`config.mk`:
```
export PLATFORM = sky130hd
export DESIGN_NAME = scheme_source_tokenizer
export DESIGN_NICKNAME = d
export VERILOG_FILES = /design/src/rtl/sst_pkg.sv /design/src/rtl/sst_scan.sv /design/src/rtl/sst_outq.sv /design/src/rtl/scheme_source_tokenizer.sv
export VERILOG_INCLUDE_DIRS = /design/src /design/src/rtl
export SDC_FILE = /design/constraint.sdc
export NUM_CORES = 1
export LEC_CHECK = 0
export BUFFER_PORTS_ARGS = -buffer_cell sky130_fd_sc_hd__buf_2
export CORE_MARGIN = 10
export CORE_UTILIZATION = 63
export DETAILED_ROUTE_END_ITERATION = 7
export GPL_ROUTABILITY_DRIVEN = 0
export PLACE_DENSITY_LB_ADDON = 0.08
export SETUP_SLACK_MARGIN = 0.4
export SLEW_MARGIN = 30
export SYNTH_ARGS = -nofsm -noshare
export SYNTH_HDL_FRONTEND = slang
export SYNTH_SLANG_ARGS = --single-unit
export TNS_END_PERCENT = 50
```
`constraint.sdc`:
```
create_clock -name clk -period 7.3 [get_ports clk]
set_input_delay 1.095 -clock clk [delete_from_list [all_inputs] [get_ports clk]]
set_output_delay 1.095 -clock clk [all_outputs]
set_load 0.02 [all_outputs]
```
`src/rtl/scheme_source_tokenizer_defines.svh`:
```
// ----------------------------------------------------------------------------
// Scheme source tokenizer assertion macros
// Shared property forms for the checks at the end of the top level.
// ----------------------------------------------------------------------------
`ifndef SCHEME_SOURCE_TOKENIZER_DEFINES_SVH
`define SCHEME_SOURCE_TOKENIZER_DEFINES_SVH

// Same-cycle implication, sampled on clk, off while in reset
`define SST_ASSERT_NOW(label, ante, cons, msg) \
	label: assert property (@(posedge clk) disable iff (!arst_n) (ante) |-> (cons)) \
		else $error(msg);

// Next-cycle implication, sampled on clk, off while in reset
`define SST_ASSERT_NEXT(label, ante, cons, msg) \
	label: assert property (@(posedge clk) disable iff (!arst_n) (ante) |=> (cons)) \
		else $error(msg);

`endif

```
`src/rtl/sst_pkg.sv`:
```
// ----------------------------------------------------------------------------
// Scheme source tokenizer package
// Token kinds, scan modes, character codes and the result item type.
// ----------------------------------------------------------------------------
package sst_pkg;

	localparam int POS_WIDTH_DEF = 32;
	localparam int OQ_DEPTH      = 4;
	localparam int OQ_PTR_W      = $clog2(OQ_DEPTH);
	localparam int OQ_CNT_W      = OQ_PTR_W + 1;

	typedef enum logic [3:0] {
		K_EOF     = 4'd0,
		K_IDENT   = 4'd1,
		K_INT     = 4'd2,
		K_STRING  = 4'd3,
		K_LPAREN  = 4'd4,
		K_RPAREN  = 4'd5,
		K_EQEQ    = 4'd6,
		K_EQ      = 4'd7,
		K_ARROW   = 4'd8,
		K_MINUS   = 4'd9,
		K_DOT     = 4'd10,
		K_PLUS    = 4'd11,
		K_STAR    = 4'd12,
		K_SLASH   = 4'd13,
		K_COMMENT = 4'd14,
		K_SYMBOL  = 4'd15
	} kind_t;

	typedef enum logic [1:0] {
		ERR_NONE    = 2'd0,
		ERR_UNTERM  = 2'd1,
		ERR_BAD_AMP = 2'd2
	} err_t;

	typedef enum logic [10:0] {
		M_IDLE    = 11'b000_0000_0001,
		M_IDENT   = 11'b000_0000_0010,
		M_INT     = 11'b000_0000_0100,
		M_STR     = 11'b000_0000_1000,
		M_EQ      = 11'b000_0001_0000,
		M_MINUS   = 11'b000_0010_0000,
		M_STAR    = 11'b000_0100_0000,
		M_AMP     = 11'b000_1000_0000,
		M_PIDENT  = 11'b001_0000_0000,
		M_COMMENT = 11'b010_0000_0000,
		M_DEAD    = 11'b100_0000_0000
	} mode_t;

	localparam logic [7:0] CH_NUL    = 8'h00;
	localparam logic [7:0] CH_NL     = 8'h0A;
	localparam logic [7:0] CH_QUOTE  = 8'h22;
	localparam logic [7:0] CH_AMP    = 8'h26;
	localparam logic [7:0] CH_LPAREN = 8'h28;
	localparam logic [7:0] CH_RPAREN = 8'h29;
	localparam logic [7:0] CH_STAR   = 8'h2A;
	localparam logic [7:0] CH_PLUS   = 8'h2B;
	localparam logic [7:0] CH_MINUS  = 8'h2D;
	localparam logic [7:0] CH_DOT    = 8'h2E;
	localparam logic [7:0] CH_SLASH  = 8'h2F;
	localparam logic [7:0] CH_SEMI   = 8'h3B;
	localparam logic [7:0] CH_EQ     = 8'h3D;
	localparam logic [7:0] CH_GT     = 8'h3E;
	localparam logic [7:0] CH_UNDER  = 8'h5F;

	// One result item
	typedef struct packed {
		kind_t       kind;
		logic [31:0] start;
		logic [31:0] length;
		err_t        error;
		logic        last;
	} tok_t;

	function automatic logic is_alpha(input logic [7:0] c);
		return (c >= 8'h61 && c <= 8'h7A) || (c >= 8'h41 && c <= 8'h5A);
	endfunction

	function automatic logic is_digit(input logic [7:0] c);
		return c >= 8'h30 && c <= 8'h39;
	endfunction

	function automatic logic is_space(input logic [7:0] c);
		return c == 8'h20 || (c >= 8'h09 && c <= 8'h0D);
	endfunction

endpackage

```
`src/rtl/sst_scan.sv`:
```
// ----------------------------------------------------------------------------
// Scheme source tokenizer scan step
// Combinational next mode, offsets and up to two result items for one byte.
// ----------------------------------------------------------------------------
module sst_scan #(
	parameter int POS_WIDTH = sst_pkg::POS_WIDTH_DEF
) (
	input  logic [7:0]           ch,
	input  sst_pkg::mode_t       mode,
	input  logic [POS_WIDTH-1:0] tok_begin,
	input  logic [POS_WIDTH-1:0] pos,
	output sst_pkg::mode_t       mode_n,
	output logic [POS_WIDTH-1:0] tok_begin_n,
	output logic [POS_WIDTH-1:0] pos_n,
	output logic [1:0]           n_res,
	output sst_pkg::tok_t        res0,
	output sst_pkg::tok_t        res1
);
	import sst_pkg::*;

	function automatic logic [31:0] to32(input logic [POS_WIDTH-1:0] x);
		logic [63:0] w;
		w = 64'(x);
		return w[31:0];
	endfunction

	logic                 space;
	logic                 idle_v;
	kind_t                idle_kind;
	mode_t                idle_mode;
	logic                 idle_end;
	logic                 pre_v;
	kind_t                pre_kind;
	logic [POS_WIDTH-1:0] pre_len;
	err_t                 pre_err;
	logic                 use_idle;
	mode_t                hold_mode;
	logic                 hold_end;
	logic                 ended;
	tok_t                 pre_tok;
	tok_t                 idle_tok;

	// Start of a new token from the idle mode
	always_comb begin
		space     = is_space(ch);
		idle_v    = 1'b0;
		idle_kind = K_SYMBOL;
		idle_mode = M_IDLE;
		idle_end  = 1'b0;
		if (!space) begin
			if (ch == CH_NUL) begin
				idle_v    = 1'b1;
				idle_kind = K_EOF;
				idle_end  = 1'b1;
			end else if (is_alpha(ch)) begin
				idle_mode = M_IDENT;
			end else if (is_digit(ch)) begin
				idle_mode = M_INT;
			end else begin
				case (ch)
					CH_QUOTE:  idle_mode = M_STR;
					CH_EQ:     idle_mode = M_EQ;
					CH_MINUS:  idle_mode = M_MINUS;
					CH_STAR:   idle_mode = M_STAR;
					CH_AMP:    idle_mode = M_AMP;
					CH_SEMI:   idle_mode = M_COMMENT;
					CH_LPAREN: begin idle_v = 1'b1; idle_kind = K_LPAREN; end
					CH_RPAREN: begin idle_v = 1'b1; idle_kind = K_RPAREN; end
					CH_DOT:    begin idle_v = 1'b1; idle_kind = K_DOT;    end
					CH_PLUS:   begin idle_v = 1'b1; idle_kind = K_PLUS;   end
					CH_SLASH:  begin idle_v = 1'b1; idle_kind = K_SLASH;  end
					default:   begin idle_v = 1'b1; idle_kind = K_SYMBOL; end
				endcase
			end
		end
	end

	// Close the pending token, or keep scanning it
	always_comb begin
		pre_v     = 1'b0;
		pre_kind  = K_SYMBOL;
		pre_len   = '0;
		pre_err   = ERR_NONE;
		use_idle  = 1'b0;
		hold_mode = mode;
		hold_end  = 1'b0;
		case (mode)
			M_IDENT: begin
				if (!(is_alpha(ch) || is_digit(ch) || ch == CH_UNDER || ch == CH_STAR
						|| ch == CH_AMP)) begin
					pre_v    = 1'b1;
					pre_kind = K_IDENT;
					pre_len  = pos - tok_begin;
					use_idle = 1'b1;
				end
			end
			M_INT: begin
				if (!is_digit(ch)) begin
					pre_v    = 1'b1;
					pre_kind = K_INT;
					pre_len  = pos - tok_begin;
					use_idle = 1'b1;
				end
			end
			M_PIDENT: begin
				if (!(is_alpha(ch) || is_digit(ch) || ch == CH_UNDER)) begin
					pre_v    = 1'b1;
					pre_kind = K_IDENT;
					pre_len  = pos - tok_begin;
					use_idle = 1'b1;
				end
			end
			M_STR: begin
				if (ch == CH_QUOTE) begin
					pre_v     = 1'b1;
					pre_kind  = K_STRING;
					pre_len   = pos + POS_WIDTH'(1) - tok_begin;
					hold_mode = M_IDLE;
				end else if (ch == CH_NUL) begin
					pre_v     = 1'b1;
					pre_kind  = K_STRING;
					pre_len   = pos - tok_begin;
					pre_err   = ERR_UNTERM;
					hold_mode = M_IDLE;
					hold_end  = 1'b1;
				end
			end
			M_EQ: begin
				pre_v = 1'b1;
				if (ch == CH_EQ) begin
					pre_kind  = K_EQEQ;
					pre_len   = POS_WIDTH'(2);
					hold_mode = M_IDLE;
				end else begin
					pre_kind = K_EQ;
					pre_len  = POS_WIDTH'(1);
					use_idle = 1'b1;
				end
			end
			M_MINUS: begin
				pre_v = 1'b1;
				if (ch == CH_GT) begin
					pre_kind  = K_ARROW;
					pre_len   = POS_WIDTH'(2);
					hold_mode = M_IDLE;
				end else begin
					pre_kind = K_MINUS;
					pre_len  = POS_WIDTH'(1);
					use_idle = 1'b1;
				end
			end
			M_STAR: begin
				if (is_alpha(ch)) begin
					hold_mode = M_PIDENT;
				end else begin
					pre_v    = 1'b1;
					pre_kind = K_STAR;
					pre_len  = POS_WIDTH'(1);
					use_idle = 1'b1;
				end
			end
			M_AMP: begin
				if (is_alpha(ch)) begin
					hold_mode = M_PIDENT;
				end else begin
					pre_v    = 1'b1;
					pre_kind = K_SYMBOL;
					pre_len  = POS_WIDTH'(1);
					pre_err  = ERR_BAD_AMP;
					if (ch == CH_NUL) begin
						hold_mode = M_IDLE;
						hold_end  = 1'b1;
					end else begin
						hold_mode = M_DEAD;
					end
				end
			end
			M_COMMENT: begin
				if (ch == CH_NL || ch == CH_NUL) begin
					pre_v    = 1'b1;
					pre_kind = K_COMMENT;
					use_idle = 1'b1;
				end
			end
			M_DEAD: begin
				if (ch == CH_NUL) begin
					hold_mode = M_IDLE;
					hold_end  = 1'b1;
				end
			end
			default: begin
				use_idle = 1'b1;
			end
		endcase
	end

	// Merge both paths into the next state and the result pair
	always_comb begin
		mode_n      = use_idle ? idle_mode : hold_mode;
		ended       = use_idle ? idle_end : hold_end;
		tok_begin_n = (use_idle && !space) ? pos : tok_begin;
		pos_n       = ended ? '0 : pos + POS_WIDTH'(1);

		pre_tok.kind   = pre_kind;
		pre_tok.start  = to32(tok_begin);
		pre_tok.length = to32(pre_len);
		pre_tok.error  = pre_err;
		pre_tok.last   = 1'b1;

		idle_tok.kind   = idle_kind;
		idle_tok.start  = to32(pos);
		idle_tok.length = (idle_kind == K_EOF) ? 32'd0 : 32'd1;
		idle_tok.error  = ERR_NONE;
		idle_tok.last   = 1'b1;

		res0 = pre_v ? pre_tok : idle_tok;
		res1 = idle_tok;
		if (pre_v && use_idle && idle_v) begin
			n_res         = 2'd2;
			res0.last     = 1'b0;
		end else if (pre_v || (use_idle && idle_v)) begin
			n_res = 2'd1;
		end else begin
			n_res = 2'd0;
		end
	end

endmodule

```
`src/rtl/sst_outq.sv`:
```
// ----------------------------------------------------------------------------
// Scheme source tokenizer result queue
// Small queue that takes up to two result items per cycle and gives one.
// ----------------------------------------------------------------------------
module sst_outq (
	input  logic                   clk,
	input  logic                   arst_n,
	input  logic [1:0]             push_n,
	input  sst_pkg::tok_t          d0,
	input  sst_pkg::tok_t          d1,
	input  logic                   pop,
	output sst_pkg::tok_t          head,
	output logic [sst_pkg::OQ_CNT_W-1:0] count
);
	import sst_pkg::*;

	tok_t                mem_q [OQ_DEPTH];
	logic [OQ_PTR_W-1:0] wr_q;
	logic [OQ_PTR_W-1:0] rd_q;
	logic [OQ_CNT_W-1:0] count_q;
	logic [OQ_PTR_W-1:0] wr_next;

	assign wr_next = wr_q + OQ_PTR_W'(1);
	assign head    = mem_q[rd_q];
	assign count   = count_q;

	// Store the new items
	always_ff @(posedge clk) begin
		if (push_n != 2'd0) begin
			mem_q[wr_q] <= d0;
		end
		if (push_n == 2'd2) begin
			mem_q[wr_next] <= d1;
		end
	end

	// Advance pointers and fill count
	always_ff @(posedge clk or negedge arst_n) begin
		if (!arst_n) begin
			wr_q    <= '0;
			rd_q    <= '0;
			count_q <= '0;
		end else begin
			wr_q    <= wr_q + OQ_PTR_W'(push_n);
			rd_q    <= rd_q + OQ_PTR_W'(pop);
			count_q <= count_q + OQ_CNT_W'(push_n) - OQ_CNT_W'(pop);
		end
	end

endmodule

```
`src/rtl/scheme_source_tokenizer.sv`:
```
// ----------------------------------------------------------------------------
// Scheme source tokenizer
// Splits a byte stream of source text into tokens with kind, start, length.
// ----------------------------------------------------------------------------
// Usage:
//   Input channel s_*: one source byte per item in s_tdata; byte 0 ends a
//   text and the next byte starts a new one at offset 0.
//   Output channel m_*: one token per item. m_tuser carries the kind, m_tdata
//   the start offset, length and error code, m_tlast marks the last token
//   caused by one input byte (a byte causes zero, one or two tokens).
//   Path: a taken byte waits in the input register, is scanned from there,
//   and its tokens go through the result queue, whose head drives m_*.
//   Throughput: one byte per cycle while the receiver keeps up; a byte that
//   causes two tokens sends them one after the other, and the four-entry
//   result queue absorbs short bursts of those.
//   Stall: when the receiver holds m_tready low the queue fills, the scan
//   register holds its byte, and s_tready drops; nothing is lost.
//   Reset: the queue empties, the scan mode returns to idle between tokens
//   and both offsets return to zero.
// ----------------------------------------------------------------------------
`include "scheme_source_tokenizer_defines.svh"

module scheme_source_tokenizer #(
	parameter int POS_WIDTH = sst_pkg::POS_WIDTH_DEF
) (
	input  logic        clk,
	input  logic        arst_n,
	input  logic        s_tvalid,
	output logic        s_tready,
	input  logic [7:0]  s_tdata,   // [7:0] ch
	output logic        m_tvalid,
	input  logic        m_tready,
	output logic [71:0] m_tdata,   // [31:0] tok_start, [63:32] tok_length,
	                               // [65:64] error, [71:66] zero
	output logic [3:0]  m_tuser,   // [3:0] kind
	output logic        m_tlast    // last
);
	import sst_pkg::*;

	logic                 valid_s1;
	logic [7:0]           ch_s1;
	mode_t                mode_q;
	logic [POS_WIDTH-1:0] begin_q;
	logic [POS_WIDTH-1:0] pos_q;
	mode_t                mode_n;
	logic [POS_WIDTH-1:0] begin_n;
	logic [POS_WIDTH-1:0] pos_n;
	logic [1:0]           n_res;
	tok_t                 res0;
	tok_t                 res1;
	tok_t                 head;
	logic [OQ_CNT_W-1:0]  count;
	logic                 room;
	logic                 advance;
	logic                 pop;

	// Scan only when the queue can take two items
	assign room     = count <= OQ_CNT_W'(OQ_DEPTH - 2);
	assign advance  = valid_s1 && room;
	assign s_tready = !valid_s1 || advance;
	assign pop      = m_tvalid && m_tready;

	// Input register
	always_ff @(posedge clk or negedge arst_n) begin
		if (!arst_n) begin
			valid_s1 <= 1'b0;
		end else if (s_tvalid && s_tready) begin
			valid_s1 <= 1'b1;
		end else if (advance) begin
			valid_s1 <= 1'b0;
		end
	end

	always_ff @(posedge clk) begin
		if (s_tvalid && s_tready) begin
			ch_s1 <= s_tdata;
		end
	end

	// Scan state
	always_ff @(posedge clk or negedge arst_n) begin
		if (!arst_n) begin
			mode_q  <= M_IDLE;
			begin_q <= '0;
			pos_q   <= '0;
		end else if (advance) begin
			mode_q  <= mode_n;
			begin_q <= begin_n;
			pos_q   <= pos_n;
		end
	end

	sst_scan #(
		.POS_WIDTH(POS_WIDTH)
	) u_scan (
		.ch         (ch_s1),
		.mode       (mode_q),
		.tok_begin  (begin_q),
		.pos        (pos_q),
		.mode_n     (mode_n),
		.tok_begin_n(begin_n),
		.pos_n      (pos_n),
		.n_res      (n_res),
		.res0       (res0),
		.res1       (res1)
	);

	sst_outq u_outq (
		.clk   (clk),
		.arst_n(arst_n),
		.push_n(advance ? n_res : 2'd0),
		.d0    (res0),
		.d1    (res1),
		.pop   (pop),
		.head  (head),
		.count (count)
	);

	// Drive the result channel from the queue head
	assign m_tvalid = count != '0;
	assign m_tdata  = {6'd0, head.error, head.length, head.start};
	assign m_tuser  = head.kind;
	assign m_tlast  = head.last;

	`SST_ASSERT_NOW(a_queue_bound, 1'b1, count <= OQ_CNT_W'(OQ_DEPTH), "result queue overflow")
	`SST_ASSERT_NEXT(a_hold_byte, valid_s1 && !room, valid_s1 && $stable(ch_s1),
		"stalled byte lost from the input register")
	`SST_ASSERT_NOW(a_eof_len, m_tvalid && m_tuser == K_EOF, m_tdata[63:32] == 32'd0,
		"end-of-text token with nonzero length")
	`SST_ASSERT_NEXT(a_ended_pos, advance && n_res != 2'd0 && res0.error == ERR_UNTERM,
		pos_q == '0, "text end did not rewind the offset")

endmodule

```
After elaboration in Yosys (flattened, before gate mapping)
Memory sizes are Yosys's and may differ from the RTL's.
Cells that the tools add are included.
W data, S select, Z words.
{"block": "classes", "addsub": 8, "n_mul": 0, "div_mod_pow": 0, "order_cmp": 9, "n_eq_ne": 29, "shift": 0, "n_mux": 76, "bitwise": 0, "n_reduce_logical": 34}
{"operator": "$pmux W32 S7", "n": 1}
{"operator": "$mux W32", "n": 6}
{"operator": "$mux W11", "n": 12}
{"operator": "$eq A8 B6 Y1 const B", "n": 13}
{"operator": "$mux W71", "n": 1}
{"operator": "$pmux W11 S6", "n": 1}
{"operator": "$sub A32 B32 Y32", "n": 2}
{"operator": "$pmux W10 S6", "n": 1}
{"operator": "$mux W4", "n": 9}
{"operator": "$add A32 B1 Y32 const B", "n": 1}
{"operator": "$mux W1", "n": 32}
{"operator": "$pmux W4 S8", "n": 1}
{"operator": "$pmux W4 S5", "n": 1}
{"operator": "$ge A8 B7 Y1 const B", "n": 2}
{"operator": "$le A8 B7 Y1 const B", "n": 2}
{"operator": "$mux W2", "n": 7}
{"operator": "$eq A11 B10 Y1 const B", "n": 1}
{"operator": "$eq A11 B11 Y1 const B", "n": 1}
{"operator": "$eq A11 B2 Y1 const B", "n": 1}
{"operator": "$eq A11 B3 Y1 const B", "n": 1}
{"operator": "$eq A11 B4 Y1 const B", "n": 1}
{"operator": "$eq A11 B5 Y1 const B", "n": 1}
{"operator": "$eq A11 B6 Y1 const B", "n": 1}
{"operator": "$eq A11 B7 Y1 const B", "n": 1}
{"operator": "other kinds (33)", "n": 56}
{"block": "word_totals", "reg_bits": 91, "latch_bits": 0, "mem_bits_rw": 284, "mem_bits_ro": 0, "in_bits": 12, "output_inout_bits": 79, "elab_cells": 165, "n_memories": 1}
{"memory": "u_outq.mem_q", "words": 4, "word_bits": 71, "read_ports": 1, "rd_ports_with_merged_regs": 0, "write_ports": 2, "line": "sst_outq.sv:17", "source": "tok_t mem_q [OQ_DEPTH];"}

Logic depth before layout (Yosys ltp)
{"block": "logic_depth", "word_depth": 17, "mapped_depth": 20, "mapped_depth_nobuf": 18}

Hierarchy
Synthesis repeated with hierarchy kept, for this count alone.
{"block": "hier_totals", "hier_cells": 1950, "hier_area_um2": 24123.1}
{"module": "sst_outq", "instances": 1, "cells_each": 724, "area_per_inst_um2": 14071.0, "seq_area_each_um2": 8703.3}
{"module": "sst_scan", "instances": 1, "cells_each": 1040, "area_per_inst_um2": 6770.2, "seq_area_each_um2": 0.0}
{"module": "scheme_source_tokenizer", "instances": 1, "cells_each": 186, "area_per_inst_um2": 3281.9, "seq_area_each_um2": 2143.3}

Worst setup path after synthesis
No wires, ideal clock.
{"block": "synth_path", "kind": "reg2reg", "from": "register pos_q[8]", "to": "memory u_outq.mem_q[1][34] (netlist bit)", "setup_ns": 0.133, "arrival_ns": 4.232, "required_time_ns": 7.167, "slack_ns": 2.934, "stages_incl_launch_ff": 21, "n_path_buf": 2, "synth_period_minus_slack_ns": 4.366, "path_cell_list": "dfrtp_1 > clkbuf_1 > and4_1 > and3_1 > nand2_1 > or4b_2 > clkbuf_1 > nor2_1 > nand3_1 > xnor2_1 > ha_1 > a21oi_1 > nor2b_1 > o21ai_0 > nand2b_1 > a221o_1 > a21o_1 > a41oi_1 > xnor2_1 > a221oi_1 > o21ai_0"}
{"element": "from (decl)", "line": "scheme_source_tokenizer.sv:44", "source": "logic [POS_WIDTH-1:0] pos_q;"}
{"element": "from (signal assigned)", "line": "scheme_source_tokenizer.sv:89", "source": "pos_q <= pos_n;"}
{"element": "to (decl)", "line": "sst_outq.sv:17"}

==> flow_metrics.py <==
metrics = {
    "timing": {
        "finalSetupTns_ns": 0,
        "tightest_slew_ns": 0.9769,
        "worst_clock_skew_ns": 0.01201,
        "finalSetupViolations": 0,
        "rsz0062_at_grt": "no",
        "clock.fmax_ghz": 0.2000,
        "period_share": 0.6851,
        "slew_headroom": 0.3487,
        "fin_crit_ns": 5.001,
        "hold_violations": 0,
        "report.final.slew_viol_count": 0,
    },
    "cts": {
        "cts.sinks": 375,
        "cts_buffer_depth": 3,
        "cts_resized": 0,
        "clk_pin_slew_ns": 0.06,
        "cts_tree": "done",
        "clock_latency_ns": 0.56,
        "cts_root_buf": "clkbuf_16",
        "htreeDepth": 2,
        "cts_buffers": 40,
        "ctsHoldBuffers": 0,
        "cts_setup_buffers": 0,
    },
    "synth": {
        "synthXorXnorAreaFrac": 0.04010,
        "synthAdderAreaFrac": 0.04390,
        "yosys.area.top_type": "edfxtp_1",
        "synth_common_cells": "nand2_1, o21ai_0, a22o_1",
        "ys_ff_latch": 375,
        "synthSimpleGateAreaFrac": 0.1124,
        "async_flop_share": 0.2213,
        "ys_types": 93,
        "synth_compound_area_frac": 0.2070,
        "syn_area_um2": 20750,
        "yosysMostFrequentCell": "nand2_1",
        "synth.top_cell.area_share": 0.2258,
        "synth-edff-count": 156,
        "ys_seq_area_frac": 0.4572,
        "synth_top_family_by_area": "compound AO/OA/AOI/OAI gates",
        "yosys-top-cells-area": "edfxtp_1, dfxtp_1, dfrtp_1, mux4_2, a22o_1",
        "ys_warn_count": 0,
        "synth_ff_type": "edfxtp_1",
        "syn_inst": 1965,
        "synth_mux_area_frac": 0.09384,
        "avgSynthCellArea_um2": 10.56,
    },
    "hold_path": {
        "min_from": "u_outq.mem_q[0][19]$_SDFFE_PP0P_",
        "hp-class": "reg -> reg",
    },
    "job": {
        "maxCapViolations": 0,
    },
    "place": {
        "portBuffers": 84,
        "dp_hpwl_um": 38980,
        "dp.cells": 2367,
    },
    "global_routing": {
        "grt_use_met2": 0.4369,
        "gr-total-overflow": 0,
        "grt_max_degree": 47,
        "grt_pass1_vias": 15880,
        "grt_use_met3": 0.04964,
        "grt_antenna_before_repair": 1,
        "grt_use_total": 0.2807,
        "grt_pass1_wl_um": 91340,
        "busiest_layer": "met2",
        "met1_usage": 0.3926,
    },
    "detailed_routing": {
        "detail-route-antenna-nets": 0,
        "drt_iter0_drc": 1702,
        "vias_per_cell": 6.718,
        "dr.pass1.iters": 6,
        "drc": 0,
        "wirelength_um": 58060,
        "avgRoutedWirePerCell_um": 23.79,
        "vias": 16390,
    },
    "outcome": {
        "outcome": "finished, final reports clean",
    },
    "floorplan": {
        "coreArea_um2": 32540,
        "std_cell_rows": 66,
        "start_util": 0.6377,
        "die_w_um": 201.5,
        "io_pins": 91,
        "die-area_um2": 40590,
        "dieHeight_um": 201.5,
    },
    "critical_path": {
        "cp-start-kind": "register",
        "crit_type": "reg -> reg",
        "arrival_ns": 5.42,
        "timing.rr.end": "u_outq.mem_q[1][34]$_SDFFE_PP0N_",
        "cp.required_ns": 7.72,
        "crit_path_end": "u_outq.mem_q[1][34]$_SDFFE_PP0N_",
        "ff2ff_setup_slack_ns": 2.30,
        "crit_start": "pos_q[2]$_DFFE_PN0P_",
        "cp-end-kind": "register",
        "rr_startpoint": "pos_q[2]$_DFFE_PN0P_",
        "critPathMaxFanout": 12,
        "rr_worst_depth": 17,
    },
    "final_layout": {
        "final_cells": 2440,
        "layout-drive-gt1-share": 0.1587,
        "insertedDiodeCount": 0,
        "area_growth_pct": 8.763,
        "finalNetCount": 2050,
    },
    "power": {
        "p_leak_nw": 8.902,
        "power.density_nw_per_um2": 391.7,
        "irDropWorstVdd_mv": 0.2493,
    },
}
[metal layers]
layer  part of all wire  vias to the layer above
met4              0.026                        2
li1                   -                     7397
met5            0.00022                        -
met3              0.087                      123
met1               0.43                     8094
met2               0.46                      775
[final cells by class]
cell class / instances / area, um2
Timing Repair Buffer: 118 / 678.2
Clock inverter: 12 / 78.83
Fill cell: 2484 / 9971
Multi-Input combinational cell: 1374 / 10360
Inverter: 58 / 217.7
Sequential cell: 375 / 9493
Clock buffer: 61 / 1181
Tap cell: 442 / 553.0
[sequential cells by signal, summed over array words and instances, names as in the netlist]
register	cells
u_outq.mem_q	284
begin_q	32
pos_q	32
mode_q	11
ch_s1	8
u_outq.count	3
u_outq.rd_q	2
u_outq.wr_q	2
valid_s1	1
[power breakdown]
| part | leakage (nW) | switching [mW] | internal, mW |
|---|---|---|---|
| Combinational | 4.60 | 2.36 | 1.54 |
| Clock | 0.622 | 0.831 | 1.12 |
| Sequential | 3.68 | 0.350 | 2.63 |
[cells by family after synthesis]
kind of cell    after synthesis
buf+inv                     221
compound gates              615
mux                         102
flops                       375
xor+xnor                     95
simple gates                485
fa+ha+maj                    71
other cells                   1
[layout by cell type (no fill, tap or decap), drive strengths merged, types with 18 or more instances in the layout]
cell and n:
o21ai 188, dfrtp 82, a22o 171, and3 18, edfxtp 156, mux2 30, mux4 71, nor2 79
a21oi 63, nand2 205, dfxtp 136, xor2 43, inv 58, a21o 30, nand3 47, ha 68
buf 118, a22oi 19, nand2b 23, clkbuf 61, o22ai 29, xnor2 52
[critical path: stages, from the launching register on]
cell and delay [ns]:
dfrtp_1 0.57, nand2_1 0.16, nor4_1 0.56, or4b_2 0.79, nor2_1 0.33, nand3_1 0.17
xnor2_1 0.17, ha_1 0.20, a21oi_1 0.17, nor2b_1 0.06, o21ai_0 0.15, nand2b_1 0.08
a221o_1 0.29, a21o_1 0.18, a41oi_1 0.23, xnor2_1 0.13, a221oi_1 0.49, o21ai_0 0.14
[per-stage QoR]
stage          total power, mW  worst slack, ns  hold WS [ns]    util  cell area [um2]
3_3_place_gp             6.793            2.330        0.4280  0.6546            21300
3_5_place_dp             6.864            2.374        0.4383  0.6548            21310
5_1_grt                  9.295            1.903        0.4754  0.6935            22570
6_report                 8.839            2.299        0.4491  0.6935            22570
2_1_floorplan            5.744            2.934        0.4198       -            20770
4_1_cts                  8.824            2.373        0.4502  0.6935            22570
[how the worst min path moves through the flow]
stage / cells after the start / end / slack, ns
3_5_place_dp: 2 / u_outq.mem_q[3][8]$_SDFFE_PP0N_ / 0.44
2_1_floorplan: 2 / u_outq.mem_q[1][11]$_SDFFE_PP0N_ / 0.42
5_1_grt: 2 / u_outq.mem_q[0][19]$_SDFFE_PP0P_ / 0.48
3_3_place_gp: 2 / u_outq.mem_q[0][2]$_SDFFE_PP0P_ / 0.43
6_report: 2 / u_outq.mem_q[0][19]$_SDFFE_PP0P_ / 0.45
4_1_cts: 2 / u_outq.mem_q[0][19]$_SDFFE_PP0P_ / 0.45
(Power assumes the default switching activity.)
